## src/design/bon_ram.sv

```systemverilog
// Generic single-port-write, single-port-read RAM with registered read data.
module bon_ram #(
  parameter int unsigned Width = 64,
  parameter int unsigned Depth = 64
) (
  input  logic                     clk_i,
  input  logic                     we_i,
  input  logic [$clog2(Depth)-1:0] waddr_i,
  input  logic [Width-1:0]         wdata_i,
  input  logic [$clog2(Depth)-1:0] raddr_i,
  output logic [Width-1:0]         rdata_o
);
  logic [Width-1:0] mem_q [Depth];

  // Write port and registered read port.
  always_ff @(posedge clk_i) begin
    if (we_i) begin
      mem_q[waddr_i] <= wdata_i;
    end
    rdata_o <= mem_q[raddr_i];
  end
endmodule

```

## config.mk

```make
export PLATFORM = sky130hd
export DESIGN_NAME = bon_ram
export DESIGN_NICKNAME = d
export VERILOG_FILES = /design/src/design/bon_ram.sv
export SDC_FILE = /design/constraint.sdc
export NUM_CORES = 2
export LEC_CHECK = 0
export ABC_AREA = 1
export BUFFER_PORTS_ARGS = -buffer_cell sky130_fd_sc_hd__buf_2
export CELL_PAD_IN_SITES_DETAIL_PLACEMENT = 1
export CELL_PAD_IN_SITES_GLOBAL_PLACEMENT = 1
export CORE_ASPECT_RATIO = 1.1
export CORE_MARGIN = 4
export CORE_UTILIZATION = 39
export DETAILED_ROUTE_END_ITERATION = 10
export PLACE_DENSITY = 0.58
export SYNTH_ARGS = -nofsm -noshare
export SYNTH_HDL_FRONTEND = slang
export SYNTH_SLANG_ARGS = --single-unit
```

## constraint.sdc

```tcl
create_clock -name clk_i -period 11.25 [get_ports clk_i]
set_clock_uncertainty 0.2 [all_clocks]
set_input_delay 0.5625 -clock clk_i [delete_from_list [all_inputs] [get_ports clk_i]]
set_output_delay 0.5625 -clock clk_i [all_outputs]
set_load 0.03 [all_outputs]
```

==> results.sh <==
export IMPL_outcome="finished clean"
export IMPL_synth_top_flop_cell="edfxtp_1"
export IMPL_fmax_mhz=219
export IMPL_r2r_start="mem_q[31][10]"
export IMPL_root_buffer="clkbuf_16"
export IMPL_hold_depth=1
export IMPL_combPwrFrac=0.058
export IMPL_syn_nets=13500
export IMPL_viasPerCell=5.86
export IMPL_cts_resized=0
export IMPL_switching_share=0.231
export IMPL_critPathBufInv=5
export IMPL_cts_tree="built"
export IMPL_grt_overflow=0
export IMPL_wl_met3_um=43800
export IMPL_met1_length_um=255000
export IMPL_post_dp_hpwl_um=286000
export IMPL_holdCritStartpoint="wdata_i[38]"
export IMPL_htreeDepth=5
export IMPL_wirelength_um=602000
export IMPL_synthesis_area_sq_um=165000
export IMPL_clock_path_buffers=4
export IMPL_ys_seq_area_frac=0.752
export IMPL_syn_inst=13400
export IMPL_grt_start_max_net_pins=239
export IMPL_pre_cts_ws_ps=5870
export IMPL_worst_slew_pin_slew_ps=1350
export IMPL_io_buffers=141
export IMPL_cts_sinks=4160
export IMPL_cp_start_kind="input pin"
export IMPL_avgSynthCellArea_sq_um=12.3
export IMPL_hp_class="input pin to register"
export IMPL_yosysMostFrequentCell="nand2_1"
export IMPL_io_pins=142
export IMPL_maxCapViolCount=0
export IMPL_drt_iter0_drc=12400
export IMPL_dieHeight_um=691
export IMPL_num_vias=113000
export IMPL_final_period_utilization=0.405
export IMPL_drc=0
export IMPL_grt_usage=0.270
export IMPL_drive_gt1_frac=0.0788
export IMPL_synth_cell_type_count=16
export IMPL_fin_crit_ps=4560
export IMPL_slew_viol_final=0
export IMPL_numCtsBuffers=434
export IMPL_grt_pass1_wl_um=849000
export IMPL_p_leak_nw=64.4
export IMPL_max_stage_delay_ps=950
export IMPL_rsz0062_at_grt="false"
export IMPL_seqPwrFrac=0.512
export IMPL_highest_layer="met5"
export IMPL_clk_pin_slew_ps=60
export IMPL_dr_pass1_iters=6
export IMPL_wl_per_cell_um=31.2
export IMPL_grt_pass1_vias=114000
export IMPL_fin_setup_tns_ps=0
export IMPL_cpMaxStageDelayCell="buf_4"
export IMPL_ys_async_sr_fraction=0
export IMPL_dieArea_sq_um=434000
export IMPL_r2r_end="rdata_o[10]"
export IMPL_cp_arrival_ps=5310
export IMPL_min_to="mem_q[34][38]"
export IMPL_hold_viol_final=0
export IMPL_power_total_mw=33.7
export IMPL_yosys_top_cells_area="edfxtp_1, nand3_1, nand2_1, buf_2, dfxtp_1"
export IMPL_slew_headroom=0.102
export IMPL_path_class="input pin to register"
export IMPL_p_sw_mw=7.77
export IMPL_r2r_setup_slack_ps=9380
export IMPL_wl_met2_um=284000
export IMPL_p_int_mw=25.9
export IMPL_powerDensity_nw_per_um2=182
export IMPL_yosysTopAreaCellShare=0.744
export IMPL_start_util=0.392
export IMPL_setup_slack_ps=6690
export IMPL_finalSetupViolations=0
export IMPL_p_clk_frac=0.430
export IMPL_path_max_fanout=170
export IMPL_area_growth_pct=12.1
export IMPL_ant_nets=0
export IMPL_reg2reg_depth=8
export IMPL_crit_family="buffers and inverters"
export IMPL_crit_path_end_kind="register"
export IMPL_antenna_found_initial=49
export IMPL_die_w_um=629
export IMPL_synthTopCellsByCount="nand2_1, edfxtp_1, nand3_1"
export IMPL_core_sq_um=422000
export IMPL_yosys_warnings=0
export IMPL_layout_nets=13400
export IMPL_yosysTopAreaCell="edfxtp_1"
export IMPL_vdd_drop_max_mv=0.138
export IMPL_synth_edff_count=4096
export IMPL_worstPathCellList="buf_12 > buf_4 > buf_12 > buf_4 > buf_4 > nand2_1 > nand3_1 > nand3_1 > nand3_1 > nand3_1 > nand2_1 > nand2_1 > nand2_1"
export IMPL_ys_ff_latch=4160
export IMPL_clk_latency_ps=1030
export IMPL_required_ps=12010
export IMPL_gp_congestion=0.765
export IMPL_num_rows=250
-- power by group through the flow --
| stage | sequential, mW | combinational, mW | clock, mW |
|---|---|---|---|
| after floorplan | 17.6 | 1.06 | 0 |
| after global placement | 17.6 | 1.91 | 0 |
| after detailed placement | 17.6 | 1.95 | 0 |
| after CTS | 17.2 | 1.96 | 14.7 |
| after global routing | 17.2 | 2.13 | 15.4 |
| final | 17.2 | 1.95 | 14.5 |
-- logic make-up after synthesis --
| group | synth area share |
|---|---|
| flops | 0.752 |
| simple gates | 0.219 |
| buf+inv | 0.0295 |
-- flip-flops by register name (all words and copies together) (netlist names) --
signal,flops
mem_q,4096
rdata_o,64
-- worst max-delay path by stage --
stage | startpoint | endpoint | slack [ps] | depth (start not counted)
global route | raddr_i[0] | rdata_o[26] | 6520 | 13
finish | raddr_i[0] | rdata_o[26] | 6690 | 13
global placement | raddr_i[0] | rdata_o[26] | 5870 | 13
detailed placement | raddr_i[0] | rdata_o[26] | 5870 | 13
CTS | raddr_i[0] | rdata_o[26] | 6950 | 13
floorplan | we_i | mem_q[48][0] | 3210 | 3
-- per-layer routing --
| metal | vias up | GRT usage |
|---|---|---|
| met5 | - | 0 |
| met4 | 8 | 0.0757 |
| met3 | 945 | 0.0358 |
| met2 | 4453 | 0.443 |
| met1 | 59700 | 0.377 |
| li1 | 47800 | - |
-- timing repair --
item                      in CTS  in global routing
setup buffers                  0                  0
hold buffers                   8                  0
hold endpoints to repair     100                  0
-- area by class of cell --
| type | instances | area (sq um) |
|---|---|---|
| Fill cell | 43300 | 237000 |
| Sequential cell | 4160 | 124000 |
| Multi-Input combinational cell | 8336 | 36600 |
| Clock buffer | 552 | 11600 |
| Tap cell | 5544 | 6940 |
| Timing Repair Buffer | 397 | 3210 |
| Clock inverter | 253 | 2530 |
| Inverter | 12 | 105 |
| Antenna cell | 16 | 40.0 |
-- worst reg2reg max path, cell delays in order, from the launching register on --
cell and delay [ps]:
edfxtp_1 350, nand2_1 70, nand3_1 90, nand3_1 230
nand3_1 130, nand3_1 130, nand2_1 70, nand2_1 180
nand2_1 240
-- placed cells by master (no fill, tap or decap), types with 3 or more instances in the layout --
cell / Yosys / layout
buf_12: 0 / 41
buf_2: 501 / 135
buf_4: 134 / 208
buf_8: 3 / 4
bufinv_16: 0 / 45
clkbuf_1: 147 / 96
clkbuf_16: 0 / 440
clkbuf_8: 0 / 16
clkinv_1: 0 / 88
clkinv_2: 0 / 81
clkinv_8: 0 / 6
clkinvlp_4: 0 / 15
dfxtp_1: 64 / 64
diode_2: 0 / 16
dlygate4sd3_1: 0 / 8
edfxtp_1: 4096 / 4096
inv_1: 8 / 6
inv_16: 0 / 7
inv_6: 0 / 11
inv_8: 0 / 3
nand2_1: 4416 / 4416
nand3_1: 3847 / 3847
nand4_1: 9 / 9
nor2_4: 0 / 56
nor4_2: 0 / 8
-- stage by stage --
| stage | util | area [sq um] | instances | hold slack, ps |
|---|---|---|---|---|
| 2_1_floorplan | - | 165000 | 13400 | 461 |
| 3_3_place_gp | 0.405 | 171000 | 18400 | 583 |
| 3_5_place_dp | 0.405 | 171000 | 18400 | 594 |
| 4_1_cts | 0.439 | 185000 | 19300 | 9.15 |
| 5_1_grt | 0.439 | 185000 | 19300 | 64.3 |
| 6_report | 0.439 | 185000 | 19300 | 79.8 |
Note: power is estimated with default switching activity, not from simulation.
