[config.mk]
export PLATFORM = sky130hd
export DESIGN_NAME = bon_overlap
export DESIGN_NICKNAME = d
export VERILOG_FILES = /design/src/design/bon_pkg.sv /design/src/design/bon_overlap.sv
export SDC_FILE = /design/constraint.sdc
export NUM_CORES = 2
export LEC_CHECK = 0
export BUFFER_PORTS_ARGS = -buffer_cell sky130_fd_sc_hd__buf_2
export CAP_MARGIN = 10
export CORE_UTILIZATION = 55
export CTS_CLUSTER_SIZE = 40
export DETAILED_ROUTE_END_ITERATION = 10
export GPL_TIMING_DRIVEN = 0
export MAX_ROUTING_LAYER = met4
export PLACE_DENSITY = 0.68
export SYNTH_ARGS = -nofsm -noshare
export SYNTH_HDL_FRONTEND = slang
export SYNTH_SLANG_ARGS = --single-unit
[constraint.sdc]
create_clock -name clk_i -period 16.85 [get_ports clk_i]
set_input_delay 1.685 -clock clk_i [delete_from_list [all_inputs] [get_ports clk_i]]
set_output_delay 1.685 -clock clk_i [all_outputs]
set_load 0.03 [all_outputs]
[src/design/bon_pkg.sv]
// Shared register indexes and mode encodings of the box overlap suppression block.
package bon_pkg;

  localparam int unsigned CfgIdxBits = 2;
  localparam int unsigned CfgDataBits = 17;
  localparam logic [CfgIdxBits-1:0] CfgThreshold = 2'd0;
  localparam logic [CfgIdxBits-1:0] CfgGreedy = 2'd1;
  localparam logic [CfgIdxBits-1:0] CfgMode = 2'd2;

  localparam logic [1:0] ModeUnion = 2'd0;
  localparam logic [1:0] ModeMin = 2'd1;
  localparam logic [1:0] ModeFirst = 2'd2;

endpackage

[src/design/bon_overlap.sv]
// Shared pairwise overlap unit: registered intersection, areas, then products and compare.
module bon_overlap
  import bon_pkg::*;
#(
  parameter int unsigned CoordBits = 16
) (
  input  logic                   clk_i,
  input  logic [4*CoordBits-1:0] box_a_i,
  input  logic [4*CoordBits-1:0] box_b_i,
  input  logic [16:0]            thr_i,
  input  logic [1:0]             mode_i,
  output logic                   supp_o
);
  localparam int unsigned DB = CoordBits + 1;
  localparam int unsigned AB = 2 * DB;
  localparam int unsigned NB = AB + 1;
  localparam int unsigned PB = NB + 17;

  logic signed [CoordBits-1:0] ax0, ay0, ax1, ay1, bx0, by0, bx1, by1;
  logic signed [CoordBits-1:0] ix0, iy0, ix1, iy1;
  logic [DB-1:0] aw_q, ah_q, bw_q, bh_q, iw_q, ih_q;
  logic          ok_q, iok_q;
  logic [AB-1:0] sa_q, sb_q, in_q;
  logic          ok2_q;
  logic [NB-1:0] den;
  logic [PB-1:0] lhs_q, rhs_q;
  logic          ok3_q;

  assign {ay1, ax1, ay0, ax0} = box_a_i;
  assign {by1, bx1, by0, bx0} = box_b_i;
  assign ix0 = (ax0 > bx0) ? ax0 : bx0;
  assign iy0 = (ay0 > by0) ? ay0 : by0;
  assign ix1 = (ax1 < bx1) ? ax1 : bx1;
  assign iy1 = (ay1 < by1) ? ay1 : by1;

  // Stage 1: side lengths and validity.
  always_ff @(posedge clk_i) begin
    ok_q  <= (ax1 >= ax0) && (ay1 >= ay0) && (bx1 >= bx0) && (by1 >= by0);
    iok_q <= (ix0 <= ix1) && (iy0 <= iy1);
    aw_q  <= DB'($signed({ax1[CoordBits-1], ax1}) - $signed({ax0[CoordBits-1], ax0}) + 1);
    ah_q  <= DB'($signed({ay1[CoordBits-1], ay1}) - $signed({ay0[CoordBits-1], ay0}) + 1);
    bw_q  <= DB'($signed({bx1[CoordBits-1], bx1}) - $signed({bx0[CoordBits-1], bx0}) + 1);
    bh_q  <= DB'($signed({by1[CoordBits-1], by1}) - $signed({by0[CoordBits-1], by0}) + 1);
    iw_q  <= DB'($signed({ix1[CoordBits-1], ix1}) - $signed({ix0[CoordBits-1], ix0}) + 1);
    ih_q  <= DB'($signed({iy1[CoordBits-1], iy1}) - $signed({iy0[CoordBits-1], iy0}) + 1);
  end

  // Stage 2: areas.
  always_ff @(posedge clk_i) begin
    ok2_q <= ok_q;
    sa_q  <= aw_q * ah_q;
    sb_q  <= bw_q * bh_q;
    in_q  <= iok_q ? AB'(iw_q * ih_q) : '0;
  end

  // Denominator selection.
  always_comb begin
    case (mode_i)
      ModeMin:   den = NB'((sa_q < sb_q) ? sa_q : sb_q);
      ModeFirst: den = NB'(sa_q);
      default:   den = NB'(sa_q) + NB'(sb_q) - NB'(in_q);
    endcase
  end

  // Stage 3: cross products; a zero denominator clears the valid flag, so no suppression.
  always_ff @(posedge clk_i) begin
    ok3_q <= ok2_q && (den != '0);
    lhs_q <= PB'({in_q, 16'd0});
    rhs_q <= PB'(den) * PB'(thr_i);
  end

  assign supp_o = ok3_q && (lhs_q > rhs_q);
endmodule
==> results.md <==
- Most frequent cell after synthesis: sky130_fd_sc_hd__inv_1
- Depth of the CTS H-tree: 2
- Cells taking the most area after synthesis: sky130_fd_sc_hd__fa_1, sky130_fd_sc_hd__ha_1, sky130_fd_sc_hd__inv_1
- Mapped Area: between 60000 and 70000 sq um
- Worst Hold Class: reg -> reg
- Synth top area share: a little over a third
- Most frequent cell on the critical path: sky130_fd_sc_hd__fa_1
- Result of the run: completed
- Number of setup buffers added after CTS: 0
- Biggest area consumer among synthesized cells: sky130_fd_sc_hd__fa_1
- Total of flip-flops plus latches after synthesis: roughly 290
- Kind of launch point of the worst setup path: input pin
- First-pass GRT wire length: 316400 microns
- # port buffers: 140
- Placed Instance Area: 70390 sq um
- Most used DFF post-synth: sky130_fd_sc_hd__dfxtp_1
- Worst Reg2Reg Path Length in Cells: 32
- Time the worst path needs with I/O delays and setup: around 12 ns
- Distinct cells, synth: 87
- Max-slew violations: 0
- Final routed wire length divided by cell count: approximately 21 microns
- Maximum single-stage delay on the critical path: between 0.6 and 0.7 ns
- Sequential cell area fraction in the yosys report: slightly below 9%
- Top-Level Pins: roughly 150
- Vias in the first global route: 55460
- # Max-Cap Violations: 0
- Yosys warns: 0
- Period Utilization, post-route: 68.67%
- Initial antenna violation count: 6
- Transition at the pin with the smallest max-transition slack: 1.355 ns
- Clock buffers created by TritonCTS: 39
- Worst-case clock skew: around 0.04 ns
- DIE WIDTH: about 350 microns
- Cells on Worst Hold Path: 0
- Die Ht: around 350 microns
- GR Overflow Total: 0
- Placeable Area: between 100000 and 150000 sq um
- DIE AREA: ~120000 sq um
- Maximum number of buffers from clock root to sink: 3
- Initial standard-cell utilization of the core: a little under three fifths
- DRT iter0 DRCs: 3540
- Finished Cell Area: ~70000 sq um
- CTS Hold Bufs: 0
- Sum of negative setup slack: 0 ns
- Final Routed Wirelength: 201400 microns
- GRT Util Overall: 34.15%
- Clock slew at reported path FFs: around 0.06 ns
- Clk_lat worst skew: around 0.64 ns
- TritonCTS clock tree: built
- CP max stage cell: sky130_fd_sc_hd__clkbuf_1
- EDFF count, synth: 0
- Capturing element type of the critical path: register
- Final weighted congestion in routability-driven placement: between 0.9 and 1
- Clock tree sinks: approximately 290
- Gate count of the mapped netlist: 7688
- Detail Route Antenna Nets: 0
- CP Max Fanout: 10
- Detailed placement HPWL: between 150000 and 200000 microns
- Vias per cell: about 5.5
- Data arrival time of the critical path: 12.10 ns
- Vias after detailed routing: ~53000
- Clock root cell: sky130_fd_sc_hd__clkbuf_16
- Largest net degree at the start of global routing: 15
- Final Setup Violations: 0
- Setup repair after global routing missed its margin: false
- Number of optimization iterations in the first detailed-route pass: 6
- Required time reported for the critical path endpoint: about 17 ns
- Mean area per synthesized cell: ~8.8 sq um
- Site Rows: 128
- Number of filler instances in the final layout: roughly 11000
- Synthesized netlist net count: approximately 10000
- Synth-to-layout area growth: 6.082%
- Share of post-route cells with drive strength above 1: 3.491%
- Count of endpoints failing hold in the final timing report: 0
- Remaining design rule violation count: 0
- Synth top cells by count: sky130_fd_sc_hd__inv_1, sky130_fd_sc_hd__fa_1, sky130_fd_sc_hd__nand2_1, sky130_fd_sc_hd__ha_1, sky130_fd_sc_hd__and2_1
- Post-cts gate resize count: 0
- Timing-limited maximum frequency: between 0.08 and 0.09 GHz
- Share of flip-flops with an asynchronous set or reset after synthesis: 0%
- Slew Limit Headroom: under 10%
- # nets final: slightly above 10000
- Critical path class: in -> reg
## worst paths after layout
path	startpoint	to	slack, ns
setup / recovery	mode_i[1]	rhs_q[51]	5.28
hold / removal	ok_q	ok2_q	0.33
setup reg to reg	sb_q[8]	rhs_q[51]	5.78
hold reg to reg	ok_q	ok2_q	0.33
## cell type report
cell class              count  area (sq um)  area share [%]
diodes                      1         2.502        0.003488
inverters                1726          6479           9.031
multi-input cells        5389         54180           75.52
flip-flops and latches    294          5886           8.204
clock buffers              50          1037           1.446
clock inverters            21         285.3          0.3977
well taps                1625          2033           2.834
repair buffers            147         749.5           1.045
plain buffers             279          1086           1.514
## per-stage QoR
stage	util [%]	std cells	hold slack (ns)	worst slack, ns
2_1_floorplan	-	7688	0.3096	7.506
3_3_place_gp	57.73	9453	0.3135	4.779
3_5_place_dp	57.75	9457	0.3212	4.835
4_1_cts	58.84	9528	0.3358	5.414
5_1_grt	58.86	9532	0.3371	4.887
6_report	58.86	9532	0.3317	5.279
## cell usage in the layout (no fill, tap or decap), drive strengths merged, types with 9 or more instances in the layout
master / n
a2111oi: 9
nor3b: 9
nor3: 72
a221oi: 13
o21ai: 154
mux2i: 114
a31oi: 21
o211ai: 15
a22oi: 22
nand3b: 10
o21a: 29
inv: 1731
a21boi: 19
and3: 20
o21bai: 57
nor4: 16
and2b: 11
dfxtp: 294
nand2b: 43
nor2b: 55
or3: 18
nor2: 148
nand4: 50
fa: 1236
xnor2: 124
ha: 844
xor2: 85
clkbuf: 295
nand2: 1111
a211o: 10
and2: 505
o31ai: 12
a21o: 117
mux2: 14
buf: 181
nand3: 63
a211oi: 33
a21oi: 216
## registers in the layout, summed over array words and instances (netlist names)
register,cells
bh_q,17
rhs_q,52
sb_q,34
lhs_q,34
ah_q,17
in_q,34
aw_q,17
ih_q,17
sa_q,34
ok3_q,1
iw_q,17
ok_q,1
iok_q,1
bw_q,17
ok2_q,1
## worst max-delay path: cells and delay by family
family                   cells  cell delay [ns]
buffers and inverters        9             2.33
AO/OA/AOI/OAI               11             3.61
XOR/XNOR                     1             0.16
adder cells (fa/ha/maj)      8             3.57
AND/OR/NAND/NOR              4             0.67
## kinds of logic after synthesis
group | synth area share, %
AND/OR/NAND/NOR | 15.33
flip-flops | 8.703
XOR/XNOR | 2.707
multiplexers | 1.920
AO/OA/AOI/OAI | 7.952
buffers and inverters | 11.19
adder cells (fa/ha/maj) | 52.20
## per-layer routing
layer,up-vias,global-route usage [%],part of all wire (%)
met5,-,-,0
met4,0,15.82,5.6
met3,414,4.890,7.0
met2,1960,54.42,46
met1,26240,43.03,41
li1,24010,-,-
Power is not shown: default switching activity piles up to over one toggle a cycle in this logic, so the estimate is an artifact.
